==> src/hdl/drp_pkg.sv <==
// Shared types and constants for the disparity reprojection pipeline.
package drp_pkg;

	localparam int CFG_IDX_W  = 3;
	localparam int CFG_DATA_W = 32;

	localparam logic [CFG_IDX_W-1:0] REG_OFFSET_X   = 3'd0;
	localparam logic [CFG_IDX_W-1:0] REG_OFFSET_Y   = 3'd1;
	localparam logic [CFG_IDX_W-1:0] REG_FOCAL      = 3'd2;
	localparam logic [CFG_IDX_W-1:0] REG_W_PER_DISP = 3'd3;
	localparam logic [CFG_IDX_W-1:0] REG_W_OFFSET   = 3'd4;
	localparam logic [CFG_IDX_W-1:0] REG_Z_MIN      = 3'd5;
	localparam logic [CFG_IDX_W-1:0] REG_Z_MAX      = 3'd6;

	localparam int OFF_W   = 17;
	localparam int FOCAL_W = 18;
	localparam int GAIN_W  = 32;
	localparam int ZLIM_W  = 31;

	localparam logic signed [OFF_W-1:0]  RST_OFFSET_X   = 17'sd0;
	localparam logic signed [OFF_W-1:0]  RST_OFFSET_Y   = 17'sd0;
	localparam logic [FOCAL_W-1:0]       RST_FOCAL      = 18'd16384;
	localparam logic signed [GAIN_W-1:0] RST_W_PER_DISP = 32'sd655360;
	localparam logic signed [GAIN_W-1:0] RST_W_OFFSET   = 32'sd0;
	localparam logic [ZLIM_W-1:0]        RST_Z_MIN      = 31'd13107;   // 0.2
	localparam logic [ZLIM_W-1:0]        RST_Z_MAX      = 31'd131072;  // 2.0

	localparam int COL_W   = 12;
	localparam int DISP_W  = 16;
	localparam int NUM_W   = 18;   // signed numerator, 1/16 pixel
	localparam int NMAG_W  = 18;   // numerator magnitude
	localparam int PROD_W  = 48;
	localparam int WS_W    = 49;   // exact W, Q.20
	localparam int WMAG_W  = 48;   // |W|
	localparam int Q_W     = 32;
	localparam int LANES   = 3;
	localparam int LANE_X  = 0;
	localparam int LANE_Y  = 1;
	localparam int LANE_Z  = 2;
	localparam int DIV_STEPS = 32;

	localparam logic [Q_W-1:0] Q_MAX = 32'h7fff_ffff;
	localparam logic [Q_W-1:0] Q_MIN = 32'h8000_0000;

	typedef struct packed {
		logic             zero;
		logic [LANES-1:0] neg;
		logic [Q_W-1:0]   hw;
	} drp_side_t;

	typedef struct packed {
		logic [LANES-1:0]             ovf;
		logic [LANES-1:0][WMAG_W-1:0] rem;
		logic [WMAG_W-1:0]            dvs;
		drp_side_t                    side;
	} drp_div_in_t;

	typedef struct packed {
		logic [LANES-1:0]          ovf;
		logic [LANES-1:0][Q_W-1:0] mag;
		drp_side_t                 side;
	} drp_div_out_t;

endpackage

==> src/hdl/drp_back.sv <==
// Output stage: sign, saturation, depth window and zero-W handling.
module drp_back import drp_pkg::*; (
	input  logic               clk,
	input  logic               arst_n,
	input  logic               en,
	input  logic               in_valid,
	input  drp_div_out_t       in_data,
	input  logic [ZLIM_W-1:0]  z_min,
	input  logic [ZLIM_W-1:0]  z_max,
	output logic               out_valid,
	output logic [Q_W-1:0]     point_x,
	output logic [Q_W-1:0]     point_y,
	output logic [Q_W-1:0]     point_z,
	output logic [Q_W-1:0]     homog_w,
	output logic               keep
);

	function automatic logic [Q_W-1:0] sat_q(input logic [Q_W-1:0] mag,
		input logic neg, input logic ovf);
		logic [Q_W-1:0] r;
		if (ovf) begin
			r = neg ? Q_MIN : Q_MAX;
		end else if (neg) begin
			r = (mag > Q_MIN) ? Q_MIN : -mag;
		end else begin
			r = mag[Q_W-1] ? Q_MAX : mag;
		end
		return r;
	endfunction

	logic v_s37, zero_s37;
	logic [LANES-1:0][Q_W-1:0] pt_s37;
	logic [Q_W-1:0] hw_s37;
	logic keep_s37;

	logic [Q_W-1:0] zmag;
	logic keep_nx;
	assign zmag = in_data.mag[LANE_Z];

	always_comb begin
		if (in_data.side.zero || in_data.ovf[LANE_Z]) begin
			keep_nx = 1'b0;
		end else if (in_data.side.neg[LANE_Z]) begin
			// negative depth only passes as an exact zero
			keep_nx = (zmag == '0) && (z_min == '0) && (z_max != '0);
		end else begin
			keep_nx = (zmag >= Q_W'(z_min)) && (zmag < Q_W'(z_max));
		end
	end

	always_ff @(posedge clk or negedge arst_n) begin
		if (!arst_n) begin
			v_s37 <= 1'b0;
		end else if (en) begin
			v_s37 <= in_valid;
		end
	end

	always_ff @(posedge clk) begin
		if (en) begin
			for (int i = 0; i < LANES; i++) begin
				pt_s37[i] <= in_data.side.zero ? '0 :
					sat_q(in_data.mag[i], in_data.side.neg[i], in_data.ovf[i]);
			end
			hw_s37   <= in_data.side.hw;
			zero_s37 <= in_data.side.zero;
			keep_s37 <= keep_nx;
		end
	end

	assign out_valid = v_s37;
	assign point_x   = pt_s37[LANE_X];
	assign point_y   = pt_s37[LANE_Y];
	assign point_z   = pt_s37[LANE_Z];
	assign homog_w   = hw_s37;
	assign keep      = keep_s37;

	a_zero_drop: assert property (@(posedge clk) disable iff (!arst_n)
		v_s37 && zero_s37 |-> !keep_s37 && pt_s37[LANE_Z] == '0)
		else $error("zero W point not dropped");

endmodule
==> config.mk <==
export PLATFORM = sky130hd
export DESIGN_NAME = drp_back
export DESIGN_NICKNAME = d
export VERILOG_FILES = /design/src/hdl/drp_pkg.sv /design/src/hdl/drp_back.sv
export SDC_FILE = /design/constraint.sdc
export NUM_CORES = 1
export LEC_CHECK = 0
export BUFFER_PORTS_ARGS = -buffer_cell sky130_fd_sc_hd__buf_4
export CAP_MARGIN = 20
export CORE_AREA = 5 5 161 163
export DETAILED_ROUTE_END_ITERATION = 6
export DIE_AREA = 0 0 166 168
export PLACE_DENSITY_LB_ADDON = 0.05
export SLEW_MARGIN = 10
export SYNTH_ARGS = -nofsm -noshare
export SYNTH_HDL_FRONTEND = slang
export SYNTH_SLANG_ARGS = --single-unit
==> constraint.sdc <==
create_clock -name clk -period 1.7 [get_ports clk]
set_clock_uncertainty 0.2 [all_clocks]
set_input_delay 0.34 -clock clk [delete_from_list [all_inputs] [get_ports clk]]
set_output_delay 0.34 -clock clk [all_outputs]
set_load 0.05 [all_outputs]
* Word-level counts from Yosys, hierarchy flattened
Cells that the tools add are included.
** Storage, ports and cells
- Register bits after elaboration :: 130
- Input bits :: 201
- Output and inout bits :: 130
- Logic and storage cells :: 37
** Operators by class
- Add/sub/neg operators :: 3
- Magnitude comparators :: 5
- Mux-type cells :: 16
- Reductions and logical operators :: 7
** Operators by type and width (number)
- 2-to-1 mux 32 bit :: 12
- > comparator 32 bit, second input constant :: 3
- negator 32 bit :: 3
- 2-to-1 mux 31 bit :: 3
- >= comparator 32 x 31 -> 1 bit :: 1
- logical NOT 32 bit :: 1
- < comparator 32 x 31 -> 1 bit :: 1
- logical NOT 31 bit :: 1
- nonzero test 31 bit :: 1
- logical AND 1 bit :: 3
- logical OR 1 bit :: 1
- 2-to-1 mux 1 bit :: 1

* Logic depth before layout (Yosys ltp)
- Depth in word-level cells :: 4
- Gate-level depth with buffers :: 11
- Mapped depth without buffers :: 8

* Least setup slack after synthesis
No wires, ideal clock.
- Path kind :: input -> register
- Start point :: input port in_data[68] in the netlist's numbering
- End point :: register pt_s37, in the netlist point_y[11], data pin
- Setup time :: 153 ps
- Arrival :: 2357 ps
- Data required time :: 1347 ps
- Slack :: -1010 ps
- Stages :: 9
- Path buffers :: 1
- Cells stage by stage :: inv_1 > ha_1 > nor3b_1 > nand3_1 > nor2_1 > a31oi_1 > buf_4 > or2_4 > o22ai_1
** Between the ends
- Longest elaborated chain between the ends :: 4
- Elaborated cells on any way between the ends :: 5
- Classes of those cells :: add/sub: 1; order compare: 1; mux: 3
** RTL lines
- start, declared :: RTL line drp_back.sv:7 : input drp_div_out_t in_data,
- negator 32 bit or > comparator 32 bit (tied branches) :: RTL line drp_back.sv:24 : r = (mag > Q_MIN) ? Q_MIN : -mag;
- 2-to-1 mux 32 bit (*) :: RTL line drp_back.sv:24
- 2-to-1 mux 32 bit (*) :: RTL line drp_back.sv:23 : end else if (neg) begin
- 2-to-1 mux 32 bit (*) :: RTL line drp_back.sv:21 : if (ovf) begin
- end signal, assigned by index :: RTL line drp_back.sv:62 : pt_s37[i] <= in_data.side.zero ? '0 :
- end, declared :: RTL line drp_back.sv:32 : logic [LANES-1:0][Q_W-1:0] pt_s37;
Every way passes the cells marked *; elsewhere a longest branch is shown, timed or not.
A chain may end at the register's enable or synchronous reset.

* Worst setup path after layout
- Start point :: input port in_data[90] in the netlist's numbering
- End point :: register pt_s37, in the netlist point_y[16], data pin
** Between the ends
- Longest elaborated chain between the ends :: 4
** RTL lines (RTL line)
- > comparator 32 bit :: drp_back.sv:24
- 2-to-1 mux 32 bit :: drp_back.sv:24
- 2-to-1 mux 32 bit :: drp_back.sv:23
- 2-to-1 mux 32 bit :: drp_back.sv:21
No other way between the ends.

==> qor_table.md <==
| Result | Value | Unit |
|---|---|---|
| Synthesized area per cell | 9.15 | µm² |
| Number of max-capacitance violations reported | 0 | - |
| Final slew viol count | 0 | - |
| Sum of internal, switching and leakage power | 11.4 | mW |
| HPWL Detailed | 27.2 | mm |
| CTS tree | done | - |
| Asr flop ratio synth | 0.00769 | - |
| Insertion delay to the later sink of the worst-skew pair | 0.42 | ns |
| Fin area | 0.0164 | mm² |
| Filler cells | 1989 | - |
| Detailed-route wire length per cell | 17.7 | µm |
| Placement Rows | 57 | - |
| Most used flip-flop cell after synthesis | sky130_fd_sc_hd__edfxtp_1 | - |
| Post-DP Area | 0.0145 | mm² |
| Initial standard-cell utilization of the core | 0.393 | - |
| Placer's final routability congestion estimate | 0.882 | - |
| Die width | 166 | µm |
| Yosys warning count | 0 | - |
| Boundary pin count | 331 | - |
| Setup-failing EPs final | 97 | - |
| P per Cell Area | 694 | mW/mm² |
| Clk pwr share | 0.332 | - |
| Starting DRT DRC Count | 500 | - |
| Post-synth EDFFs | 129 | - |
| Clock-pin slew on the worst setup and hold paths | 0.07 | ns |
| Cells after synthesis | 1040 | - |
| Final hold vios | 0 | - |
| Endpoint required time on the critical path | 1.76 | ns |
| Kind of path behind the tightest hold check | in -> async | - |
| Max_slew headroom | 0.419 | - |
| Final worst setup slack | -0.679 | ns |
| Proportion of power drawn by combinational gates | 0.324 | - |
| Longest Clk Path Bufs | 2 | - |
| Largest net degree at the start of global routing | 49 | - |
| Critical setup path kind | in -> reg | - |
| Origin of the critical flop-to-flop path | out_valid | - |
| Remaining design rule violation count | 0 | - |
| Final net count | 1917 | - |
| Detailed-route vias per instance | 5.21 | - |
| Endpoint kind of the worst setup timing path | flop | - |
| FF+latch count, synth | 130 | - |
| Total Die Area | 0.0279 | mm² |
| Sw Pwr | 3.81 | mW |
| Clock buffer count from CTS | 17 | - |
| Via count of the first global-routing pass | 10.5k | - |
| Final worst path period share | 1.40 | - |
| Type of element launching the critical path | input pin | - |
| Post-synthesis cell area | 0.00951 | mm² |
| Count of H-tree levels built during CTS | 4 | - |
| Residual antenna-violating net count after detailed routing | 0 | - |
| Design internal power | 7.56 | mW |
| Crit-path max FO | 6 | - |
| Clock tree sinks | 130 | - |
| Gr ovfl total | 0 | - |
| CP startpoint | in_data[90] | - |
| Maximum resistive drop on vdd | 0.393 | mV |
| Port Buf Inserts | 330 | - |
| Pin slew with the least headroom to its limit | 0.868 | ns |
| Portion of the post-synthesis area used by sequential elements | 0.410 | - |
| Number of diodes added for antenna fixing | 0 | - |
| Total Wirelength | 35.1 | mm |
| Global-route total usage across every layer | 0.245 | - |
| Leakage power total | 7.18 | nW |
| Ratio of cells with drive above 1 in the final layout | 0.473 | - |
| Global-route wire length before repair | 55.6 | mm |
| Highest attainable clock frequency | 0.420 | GHz |
| Run status | finished, violations left | - |
| Area Overhead vs Synth | 72.3 | % |
| Layout Utilization | 0.678 | - |
| Total iterations of the first detailed-routing run | 5 | - |
| Number of vias after detailed routing | 10.4k | - |
| Switching Fraction | 0.335 | - |
| Failing checks | negative setup slack | - |
| Clock Tree Root | sky130_fd_sc_hd__clkbuf_16 | - |
| Total core area | 0.0242 | mm² |
| Number of antenna violations at the first check in global routing | 0 | - |
| Post-synthesis cell type count | 69 | - |
| Min Clock Period, post-route | 2.38 | ns |
| Area occupied by multi-input gates | 0.00599 | mm² |
| RSZ-0062 raised after global routing | true | - |
| Data arrival time of the critical path | 2.44 | ns |
| Net count after synthesis | 1305 | - |
| Footprint of the flip-flops and latches | 0.00390 | mm² |
| Vertical die dimension | 168 | µm |
| Share of power burned in registers | 0.344 | - |
==> power groups by stage <==
stage	sequential, mW	clock [mW]	combinational [mW]
finish	3.91	3.78	3.68
floorplan	4.93	0	0.818
CTS	3.92	3.85	3.61
global route	3.94	4.00	3.93
global placement	3.98	0	3.39
detailed placement	3.99	0	3.42
==> logic make-up after synthesis <==
family	count (synthesis)	share of synthesized area
xor gates and xnor gates	6	0.00552
muxes	35	0.0370
AOI/OAI and AO/OA	228	0.164
and+or+nand+nor	440	0.243
DFF	130	0.410
adders and majority gates	64	0.0842
buffers and inverters	137	0.0563
==> worst max-delay path: stages <==
cell,delay (ns)
sky130_fd_sc_hd__buf_6,0.09
sky130_fd_sc_hd__or4_4,0.53
sky130_fd_sc_hd__or3_4,0.38
sky130_fd_sc_hd__nor4_4,0.25
sky130_fd_sc_hd__buf_4,0.18
sky130_fd_sc_hd__a31oi_4,0.16
sky130_fd_sc_hd__or2_4,0.34
sky130_fd_sc_hd__o22ai_2,0.15
==> flip-flops by register name, indices dropped and copies added, names as in the netlist <==
signal	cells
keep	1
point_x	32
point_z	32
homog_w	32
out_valid	1
point_y	32
==> metal layers <==
layer  track usage  up-vias  part of all wire
met5             0        -                 0
li1              -     5119                 -
met3        0.0476       71             0.056
met1         0.303     4823              0.42
met4        0.0951        0             0.037
met2         0.425      347              0.49
==> area by class of cell <==
cell class,instances,share of cell area
Multi-Input combinational cell,778,0.365
Timing Repair Buffer,637,0.314
Sequential cell,130,0.238
Clock buffer,17,0.0260
Tap cell,324,0.0247
Inverter,88,0.0209
Clock inverter,15,0.0107
==> layout by cell type (no fill, tap or decap), drive strengths merged, types with 4 or more instances in the layout <==
cell type,synthesis,final
nor4,39,39
nor2,163,163
nand4b,4,4
o21ai,27,27
buf,9,603
o22a,44,44
edfxtp,129,129
nor3,34,34
and4,6,6
a21o,11,11
nor3b,13,13
nand3,19,19
and2,4,4
inv,88,95
ha,64,64
nor2b,32,32
xor2,4,4
a31oi,19,20
nand4,11,11
or4,10,10
o22ai,8,8
or2,13,13
o31ai,7,7
a211oi,22,22
and3,8,8
clkbuf,40,17
o211ai,5,5
nand2,40,41
dlygate4sd3,0,34
nand3b,4,4
mux2i,34,34
or3,15,15
nand2b,18,18
a21oi,57,60
o21a,4,4
==> Yosys cell counts (all sizes together), types with 9 or more instances <==
library cell	number	area (µm²)
nor2b	32	200
buf	9	55.0
mux2i	34	340
nand2b	18	120
o22a	44	385
a21o	11	82.6
nor4	39	272
inv	88	330
nand4	11	68.8
nand3	19	95.1
or4	10	78.8
nor3	34	170
o21ai	27	135
a31oi	19	119
a21oi	57	285
or3	15	104
a211oi	22	165
or2	13	83.8
ha	64	801
clkbuf	40	150
edfxtp	129	3870
nor2	163	612
nand2	40	150
nor3b	13	97.6
==> through the flow <==
stage	instances	setup WS [ns]	hold WS, ns	setup TNS [ns]
4_1_cts	1988	-0.663	0.0293	-48.15
3_5_place_dp	1902	-1.22	-0.0831	-99.87
6_report	1989	-0.679	0.0339	-49.81
3_3_place_gp	1902	-1.19	-0.0847	-97.66
5_1_grt	1989	-0.739	0.0286	-55.11
2_1_floorplan	1040	-0.918	-0.156	-66.23
==> path summary, 6_finish.rpt <==
path                          endpoint  slack (ns)  cells past startpoint
setup / recovery           point_y[16]       -0.68                      8
hold / removal               out_valid        0.03                      2
setup reg to reg             out_valid        0.76                      1
hold reg to reg              out_valid        0.31                      1
max in group asynchronous    out_valid        1.19                      2
min in group clk           point_z[31]        0.09                      1
==> what timing repair did <==
| item | CTS | global route |
|---|---|---|
| endpoints found under the hold margin | 34 | 0 |
| gates cloned | 8 | 0 |
| hold buffers | 34 | 0 |
| setup endpoints to repair | 97 | 97 |
| gates resized for setup | 99 | 61 |
| pin swaps | 43 | 44 |
| setup buffers | 13 | 7 |
Note: power is estimated with default switching activity, not from simulation.
