`config.mk`:
```
export PLATFORM = sky130hd
export DESIGN_NAME = drp_front
export DESIGN_NICKNAME = d
export VERILOG_FILES = /design/src/hdl/drp_pkg.sv /design/src/hdl/drp_front.sv
export SDC_FILE = /design/constraint.sdc
export NUM_CORES = 2
export LEC_CHECK = 0
export ABC_AREA = 1
export BUFFER_PORTS_ARGS = -buffer_cell sky130_fd_sc_hd__buf_2
export CORE_ASPECT_RATIO = 1.1
export CORE_MARGIN = 2
export CORE_UTILIZATION = 40
export CTS_CLUSTER_SIZE = 28
export DETAILED_ROUTE_END_ITERATION = 16
export SLEW_MARGIN = 10
export SYNTH_ARGS = -nofsm -noshare
export SYNTH_HDL_FRONTEND = slang
export SYNTH_SLANG_ARGS = --single-unit
```
`constraint.sdc`:
```
create_clock -name clk -period 4.1 [get_ports clk]
set_input_delay 0.615 -clock clk [delete_from_list [all_inputs] [get_ports clk]]
set_output_delay 0.615 -clock clk [all_outputs]
set_load 0.005 [all_outputs]
```
`src/hdl/drp_pkg.sv`:
```
// Shared types and constants for the disparity reprojection pipeline.
package drp_pkg;

	localparam int CFG_IDX_W  = 3;
	localparam int CFG_DATA_W = 32;

	localparam logic [CFG_IDX_W-1:0] REG_OFFSET_X   = 3'd0;
	localparam logic [CFG_IDX_W-1:0] REG_OFFSET_Y   = 3'd1;
	localparam logic [CFG_IDX_W-1:0] REG_FOCAL      = 3'd2;
	localparam logic [CFG_IDX_W-1:0] REG_W_PER_DISP = 3'd3;
	localparam logic [CFG_IDX_W-1:0] REG_W_OFFSET   = 3'd4;
	localparam logic [CFG_IDX_W-1:0] REG_Z_MIN      = 3'd5;
	localparam logic [CFG_IDX_W-1:0] REG_Z_MAX      = 3'd6;

	localparam int OFF_W   = 17;
	localparam int FOCAL_W = 18;
	localparam int GAIN_W  = 32;
	localparam int ZLIM_W  = 31;

	localparam logic signed [OFF_W-1:0]  RST_OFFSET_X   = 17'sd0;
	localparam logic signed [OFF_W-1:0]  RST_OFFSET_Y   = 17'sd0;
	localparam logic [FOCAL_W-1:0]       RST_FOCAL      = 18'd16384;
	localparam logic signed [GAIN_W-1:0] RST_W_PER_DISP = 32'sd655360;
	localparam logic signed [GAIN_W-1:0] RST_W_OFFSET   = 32'sd0;
	localparam logic [ZLIM_W-1:0]        RST_Z_MIN      = 31'd13107;   // 0.2
	localparam logic [ZLIM_W-1:0]        RST_Z_MAX      = 31'd131072;  // 2.0

	localparam int COL_W   = 12;
	localparam int DISP_W  = 16;
	localparam int NUM_W   = 18;   // signed numerator, 1/16 pixel
	localparam int NMAG_W  = 18;   // numerator magnitude
	localparam int PROD_W  = 48;
	localparam int WS_W    = 49;   // exact W, Q.20
	localparam int WMAG_W  = 48;   // |W|
	localparam int Q_W     = 32;
	localparam int LANES   = 3;
	localparam int LANE_X  = 0;
	localparam int LANE_Y  = 1;
	localparam int LANE_Z  = 2;
	localparam int DIV_STEPS = 32;

	localparam logic [Q_W-1:0] Q_MAX = 32'h7fff_ffff;
	localparam logic [Q_W-1:0] Q_MIN = 32'h8000_0000;

	typedef struct packed {
		logic             zero;
		logic [LANES-1:0] neg;
		logic [Q_W-1:0]   hw;
	} drp_side_t;

	typedef struct packed {
		logic [LANES-1:0]             ovf;
		logic [LANES-1:0][WMAG_W-1:0] rem;
		logic [WMAG_W-1:0]            dvs;
		drp_side_t                    side;
	} drp_div_in_t;

	typedef struct packed {
		logic [LANES-1:0]          ovf;
		logic [LANES-1:0][Q_W-1:0] mag;
		drp_side_t                 side;
	} drp_div_out_t;

endpackage

```
`src/hdl/drp_front.sv`:
```
// Front stages: numerators, W product and sum, magnitudes, overflow check.
module drp_front import drp_pkg::*; #(
	parameter int COORD_BITS = 12
) (
	input  logic                     clk,
	input  logic                     arst_n,
	input  logic                     en,
	input  logic                     in_valid,
	input  logic [COL_W-1:0]         col,
	input  logic [COL_W-1:0]         row,
	input  logic signed [DISP_W-1:0] disparity,
	input  logic signed [OFF_W-1:0]  off_x,
	input  logic signed [OFF_W-1:0]  off_y,
	input  logic [FOCAL_W-1:0]       focal,
	input  logic signed [GAIN_W-1:0] gain,
	input  logic signed [GAIN_W-1:0] w_off,
	output logic                     out_valid,
	output drp_div_in_t              out_data
);

	localparam int CB = (COORD_BITS < COL_W) ? COORD_BITS : COL_W;

	logic [COL_W-1:0] col_eff, row_eff;
	assign col_eff = COL_W'(col[CB-1:0]);
	assign row_eff = COL_W'(row[CB-1:0]);

	logic v_s1, v_s2, v_s3, v_s4;

	logic signed [NUM_W-1:0]  numx_s1, numy_s1;
	logic signed [PROD_W-1:0] prod_s1;

	logic signed [WS_W-1:0]   w_s2;
	logic [LANES-1:0][NMAG_W-1:0] nmag_s2, nmag_s3;
	logic [LANES-1:0]         nneg_s2;

	logic [WMAG_W-1:0]        wmag_s3;
	drp_side_t                side_s3;
	drp_div_in_t              div_s4;

	logic signed [WS_W-5:0]   w_sh;
	logic [Q_W-1:0]           hw_sat;
	logic                     w_neg;

	assign w_sh  = (WS_W-4)'(w_s2 >>> 4);
	assign w_neg = w_s2[WS_W-1];

	// floor(W/16), clamped to 32 bits
	always_comb begin
		if (!((&w_sh[WS_W-5:Q_W-1]) || ~(|w_sh[WS_W-5:Q_W-1]))) begin
			hw_sat = w_neg ? Q_MIN : Q_MAX;
		end else begin
			hw_sat = w_sh[Q_W-1:0];
		end
	end

	always_ff @(posedge clk or negedge arst_n) begin
		if (!arst_n) begin
			v_s1 <= 1'b0;
			v_s2 <= 1'b0;
			v_s3 <= 1'b0;
			v_s4 <= 1'b0;
		end else if (en) begin
			v_s1 <= in_valid;
			v_s2 <= v_s1;
			v_s3 <= v_s2;
			v_s4 <= v_s3;
		end
	end

	always_ff @(posedge clk) begin
		if (en) begin
			numx_s1 <= $signed({2'b00, col_eff, 4'b0000}) + NUM_W'(off_x);
			numy_s1 <= $signed({2'b00, row_eff, 4'b0000}) + NUM_W'(off_y);
			prod_s1 <= PROD_W'(gain) * PROD_W'(disparity);

			w_s2 <= WS_W'(prod_s1) + (WS_W'(w_off) <<< 4);
			nneg_s2[LANE_X] <= numx_s1[NUM_W-1];
			nneg_s2[LANE_Y] <= numy_s1[NUM_W-1];
			nneg_s2[LANE_Z] <= 1'b0;
			nmag_s2[LANE_X] <= numx_s1[NUM_W-1] ? NMAG_W'(-numx_s1) : NMAG_W'(numx_s1);
			nmag_s2[LANE_Y] <= numy_s1[NUM_W-1] ? NMAG_W'(-numy_s1) : NMAG_W'(numy_s1);
			nmag_s2[LANE_Z] <= NMAG_W'(focal);

			wmag_s3      <= w_neg ? WMAG_W'(-w_s2) : WMAG_W'(w_s2);
			side_s3.zero <= (w_s2 == '0);
			side_s3.neg  <= nneg_s2 ^ {LANES{w_neg}};
			side_s3.hw   <= hw_sat;
			nmag_s3      <= nmag_s2;

			for (int i = 0; i < LANES; i++) begin
				div_s4.ovf[i] <= (WMAG_W'(nmag_s3[i]) >= wmag_s3);
				div_s4.rem[i] <= WMAG_W'(nmag_s3[i]);
			end
			div_s4.dvs  <= wmag_s3;
			div_s4.side <= side_s3;
		end
	end

	assign out_valid = v_s4;
	assign out_data  = div_s4;

	a_zero_w_hw: assert property (@(posedge clk) disable iff (!arst_n)
		v_s3 && side_s3.zero |-> side_s3.hw == '0)
		else $error("zero W with nonzero homog_w");

endmodule

```
After elaboration in Yosys (flattened, before gate mapping)
Cells that the tools add are included.
- logic and storage cells: 50
- bits in read-only memories: 0
- memories kept: 0
- RAM bits: 0
- latch bits: 0
- input bits: 160
- bits in registers: 472
- output and inout port bits: 232
- equality and inequality tests: 0
- reduce and logical (&&, ||, !) cells: 4
- order comparisons: 3
- multipliers: 1
- div/mod/pow operators: 0
- shift-type cells: 0
- bitwise logic cells: 2
- muxes and demuxes: 5
- add/subtract/negate cells: 6
- operators by type and width (operator ; number):
    >= comparator 18 x 48 -> 1 bit ; 3
    2-to-1 mux 32 bit ; 2
    adder 48 x 36 -> 49 bit ; 1
    zero test 49 bit ; 1
    multiplier 32 x 16 -> 48 bit ; 1
    2-to-1 mux 48 bit ; 1
    negation 48 bit ; 1
    adder 17 x 17 -> 18 bit ; 2
    negation 18 bit ; 2
    2-to-1 mux 17 bit ; 2
    AND reduction 14 bit ; 1
    OR reduction 14 bit ; 1
    XOR 2 x 3 -> 3 bit ; 1
    logical OR 1 bit ; 1
    inverter 1 bit ; 1

Depth between registers and ports, before layout
- depth in word-level cells: 4
- gate-level depth with buffers: 28
- depth with buffers taken out: 27

Worst setup path before layout
OpenSTA, ideal clock, no wires.
- kind: input to register
- start: input gain[24]
- end: register prod_s1[39] (data pin)
- stages on the path: 24
- setup time: 0.253 ns
- setup slack: -1.792 ns
- required time: 3.847 ns
- arrival time: 5.640 ns
- cell sequence: clkbuf_1 clkbuf_1 nand2_1 fa_1 inv_1 fa_1 inv_1 fa_1 inv_1 fa_1 fa_1 inv_1 fa_1 inv_1 ha_1 nand2_1 nor2_1 inv_1 nor2_1 inv_1 nor2_1 nand4_1 nand4_1 nand2_1
- cells in the longest elaborated chain, start to end: 1
- ends and longest elaborated chain (element ; RTL line ; text):
    from (decl) ; drp_front.sv:15 ; input logic signed [GAIN_W-1:0] gain,
    multiplier 32 x 16 -> 48 bit ; drp_front.sv:74 ; prod_s1 <= PROD_W'(gain) * PROD_W'(disparity);
    to (signal assigned) ; drp_front.sv:74 ;
    to (decl) ; drp_front.sv:30 ; logic signed [PROD_W-1:0] prod_s1;
No other way between the ends.
A chain may end at the register's enable or synchronous reset.

Final worst setup path
- start: input disparity[3]
- end: register prod_s1[16] (data pin)
- cells in the longest elaborated chain, start to end: 1
- ends and longest elaborated chain (element ; RTL line ; text):
    from (decl) ; drp_front.sv:11 ; input logic signed [DISP_W-1:0] disparity,
    multiplier 32 x 16 -> 48 bit ; drp_front.sv:74 ;
No other way between the ends.

==> flow_summary_export.csv <==
group,metric,value,unit
sta,fin_skew,40.03,ps
clock_network,cts.path.max_buffers,3,
route,routed_wl,121.2,mm
run_status,status,"complete, but fails checks",
route,wl_per_cell,17.97,microns
die,core,0.1053,sq mm
route,vias_per_cell,4.815,
sta,setup_ws,-1230,ps
clock_network,cts_tree,"built",
critical_path,crit_top_cell,"fa_1",
critical_path,cpPeakStageDelay,580,ps
sta,slew_headroom,48.62,%
critical_path,arrival,5740,ps
run,maxCapViolCount,0,
critical_path,criticalPathCategory,"in2reg",
logic_synthesis,ys_seq_elements,472,
global_routing,grt.overflow.total,0,
final_layout,n_fill_cell,9509,
placement,preCtsSetupSlack,-2060,ps
clock_network,clkTransAtPathRegs,70,ps
sta,finalSetupViolCount,40,
die,ios,392,
route,drtAntennaViolNets,0,
logic_synthesis,synth-seq-area-share,33.46,%
run_status,failed_checks,"negative setup slack",
placement,gp_congestion,0.9544,
die,fp.dieH,345.1,microns
worst_hold_path,min_path_type,"in2reg",
clock_network,h-tree-depth,2,
route,drtIter0Drc,1873,
logic_synthesis,syn-cell-area,0.04230,sq mm
critical_path,path_cells,"buf_6, buf_12, nand2_1, fa_1, fa_1, fa_1, inv_1, fa_1, fa_1, inv_1, fa_1, inv_2, ha_4, nand2_4, nor2_4, inv_2, buf_6, o21bai_4, inv_2, o21ai_4, buf_6, buf_6, xor2_1",
die,dieArea,0.1084,sq mm
critical_path,cp-end-kind,"flop",
global_routing,grtUsageTotal,22.21,%
global_routing,grt_max_degree,95,
clock_network,clock_latency,610,ps
final_layout,layout-drive-gt1-share,25.99,%
logic_synthesis,syn_area_per_cell,8.981,sq um
route,drt_pass1_iterations,5,
critical_path,cpMaxStageDelayCell,"fa_1",
sta,max_freq,0.1876,GHz
route,via_count,32480,
die,dieWidth,314.1,microns
sta,finalCriticalPeriod,5330,ps
logic_synthesis,yosysWarnings,0,
sta,max_slew.worst_pin.slew,770.7,ps
sta,hold_viol_final,0,
clock_network,cts_sinks,472,
critical_path,worstPathMaxFanout,10,
critical_path,crit_required,4510,ps
sta,layout_worst_path_cycle_share,130.0,%
sta,slew_viol_final,0,
logic_synthesis,synth_cell_type_count,45,
placement,dpl.hpwl,95.57,mm
critical_path,startpoint_type,"input port",
global_routing,grt_pass1_wl,187.3,mm
clock_network,cts_buffers,45,
global_routing,antenna_found_initial,8,
sta,rsz0062_at_grt,"yes",
clock_network,cts-root-buf,"clkbuf_16",
logic_synthesis,netlist_instances,4710,
die,fp-row-count,125,
route,drc,0,
global_routing,grt_pass1_vias,33810,
final_layout,syn2layout_area_growth,27.26,%
die,start_util,40.19,%
placement,port_buffers,301,
final_layout,final_nets,6196,
-- worst max-delay path: cells and delay by family --
family          cells  cell delay, ps
xor+xnor            1             200
buf+inv            10             920
compound gates      2             230
fa+ha+maj           7            3430
simple gates        3             330
-- through the flow --
| step | hold WS, ps | cell area, sq um | TNS (ps) | std cells | utilization, % |
|---|---|---|---|---|---|
| after detailed placement | 404.5 | 48450 | -75000 | 6559 | 46.03 |
| after CTS | 131.3 | 52710 | -38720 | 6716 | 50.08 |
| after floorplan | 319.4 | 44790 | -44630 | 4799 | - |
| final | 174.7 | 53830 | -40460 | 6745 | 51.14 |
| after global placement | 400.8 | 48450 | -73210 | 6559 | 46.03 |
| after global routing | 140.2 | 53810 | -45630 | 6738 | 51.12 |
-- logic make-up (layout without fill, tap and decap cells) --
| kind of cell | after synthesis | after routing | synth area share (%) |
|---|---|---|---|
| flops | 472 | 472 | 33.46 |
| compound gates | 331 | 331 | 4.224 |
| xor+xnor | 158 | 158 | 3.272 |
| buf+inv | 1286 | 1828 | 12.32 |
| fa+ha+maj | 728 | 728 | 30.21 |
| simple gates | 1734 | 1734 | 16.51 |
| other cells | 1 | 97 | 0.008865 |
-- final timing paths --
path | slack, ps | endpoint | cells after the start | from
max | -1230 | prod_s1[16] | 23 | disparity[3]
min | 170 | nmag_s2[41] | 1 | focal[5]
max reg2reg | 1230 | w_s2[44] | 13 | prod_s1[4]
min reg2reg | 390 | out_data[33] | 0 | side_s3[33]
max in group asynchronous | 3650 | v_s2 | 2 | arst_n
min in group asynchronous | 330 | v_s3 | 2 | arst_n
-- sequential cells by signal, indices dropped and copies added (netlist names), 18 cells and up --
| signal | count |
|---|---|
| numx_s1 | 18 |
| numy_s1 | 18 |
| nmag_s2 | 54 |
| side_s3 | 36 |
| prod_s1 | 48 |
| wmag_s3 | 48 |
| nmag_s3 | 54 |
| out_data | 141 |
| w_s2 | 49 |
-- layout by cell type (no fill, tap or decap), types with 110 or more instances in the layout --
| cell | synthesis | final |
|---|---|---|
| inv_2 | 1 | 120 |
| edfxtp_1 | 468 | 468 |
| inv_1 | 1072 | 949 |
| buf_2 | 0 | 258 |
| fa_1 | 489 | 436 |
| ha_1 | 239 | 192 |
| nand3_1 | 134 | 110 |
| xor2_1 | 119 | 110 |
| nand2_1 | 1151 | 976 |
| nor2_1 | 332 | 233 |
| a21oi_1 | 175 | 121 |
| buf_4 | 90 | 260 |
-- what timing repair did --
item / 4_1_cts / 5_1_grt
resized for setup: 501 / 234
endpoints found under the setup margin: 41 / 42
cloned: 17 / 2
hold buffers: 1 / 0
setup buffers: 61 / 27
endpoints found under the hold margin: 4 / 0
pin swaps: 269 / 175
-- Yosys cell counts (all sizes together) --
library cell | n | area share (%)
nor3b | 3 | 0.053
xor2 | 119 | 2.5
ha | 239 | 7.1
dfrtp | 4 | 0.24
a21boi | 2 | 0.035
nand3 | 137 | 1.7
nor2 | 335 | 3.0
nand2 | 1152 | 10
nor4 | 13 | 0.21
clkbuf | 115 | 1.0
a31oi | 5 | 0.074
or3 | 2 | 0.041
o21a | 9 | 0.16
o21bai | 15 | 0.27
buf | 98 | 1.8
inv | 1073 | 9.5
a211oi | 7 | 0.12
nand4 | 49 | 0.72
o31ai | 1 | 0.018
or2 | 7 | 0.10
nand2b | 1 | 0.015
o311ai | 1 | 0.021
a21oi | 175 | 2.1
and2 | 2 | 0.030
xnor2 | 39 | 0.81
edfxtp | 468 | 33
nor3 | 30 | 0.38
nand3b | 3 | 0.053
conb | 1 | 0.0089
a21o | 9 | 0.16
o21ai | 105 | 1.3
fa | 489 | 23
o211ai | 2 | 0.035
-- metal layers --
layer  share of wire, %  vias up  track usage, %
li1                   -    15450               -
met2                 51      927           40.07
met4                4.6        6           8.622
met3                4.8      258           1.657
met5              0.041        -               0
met1                 40    15840           27.48
-- layout make-up --
type / instances / area, sq um / share of cell area [%]
Antenna cell: 7 / 17.52 / 0.03254
Clock buffer: 47 / 1134 / 2.106
Clock inverter: 33 / 439.2 / 0.8159
Inverter: 1073 / 4040 / 7.505
Multi-Input combinational cell: 3041 / 26450 / 49.14
Sequential cell: 472 / 14150 / 26.29
Tap cell: 1397 / 1748 / 3.247
Timing Repair Buffer: 675 / 5843 / 10.85
Power is not shown: default switching activity piles up to over one toggle a cycle in this logic, so the estimate is an artifact.
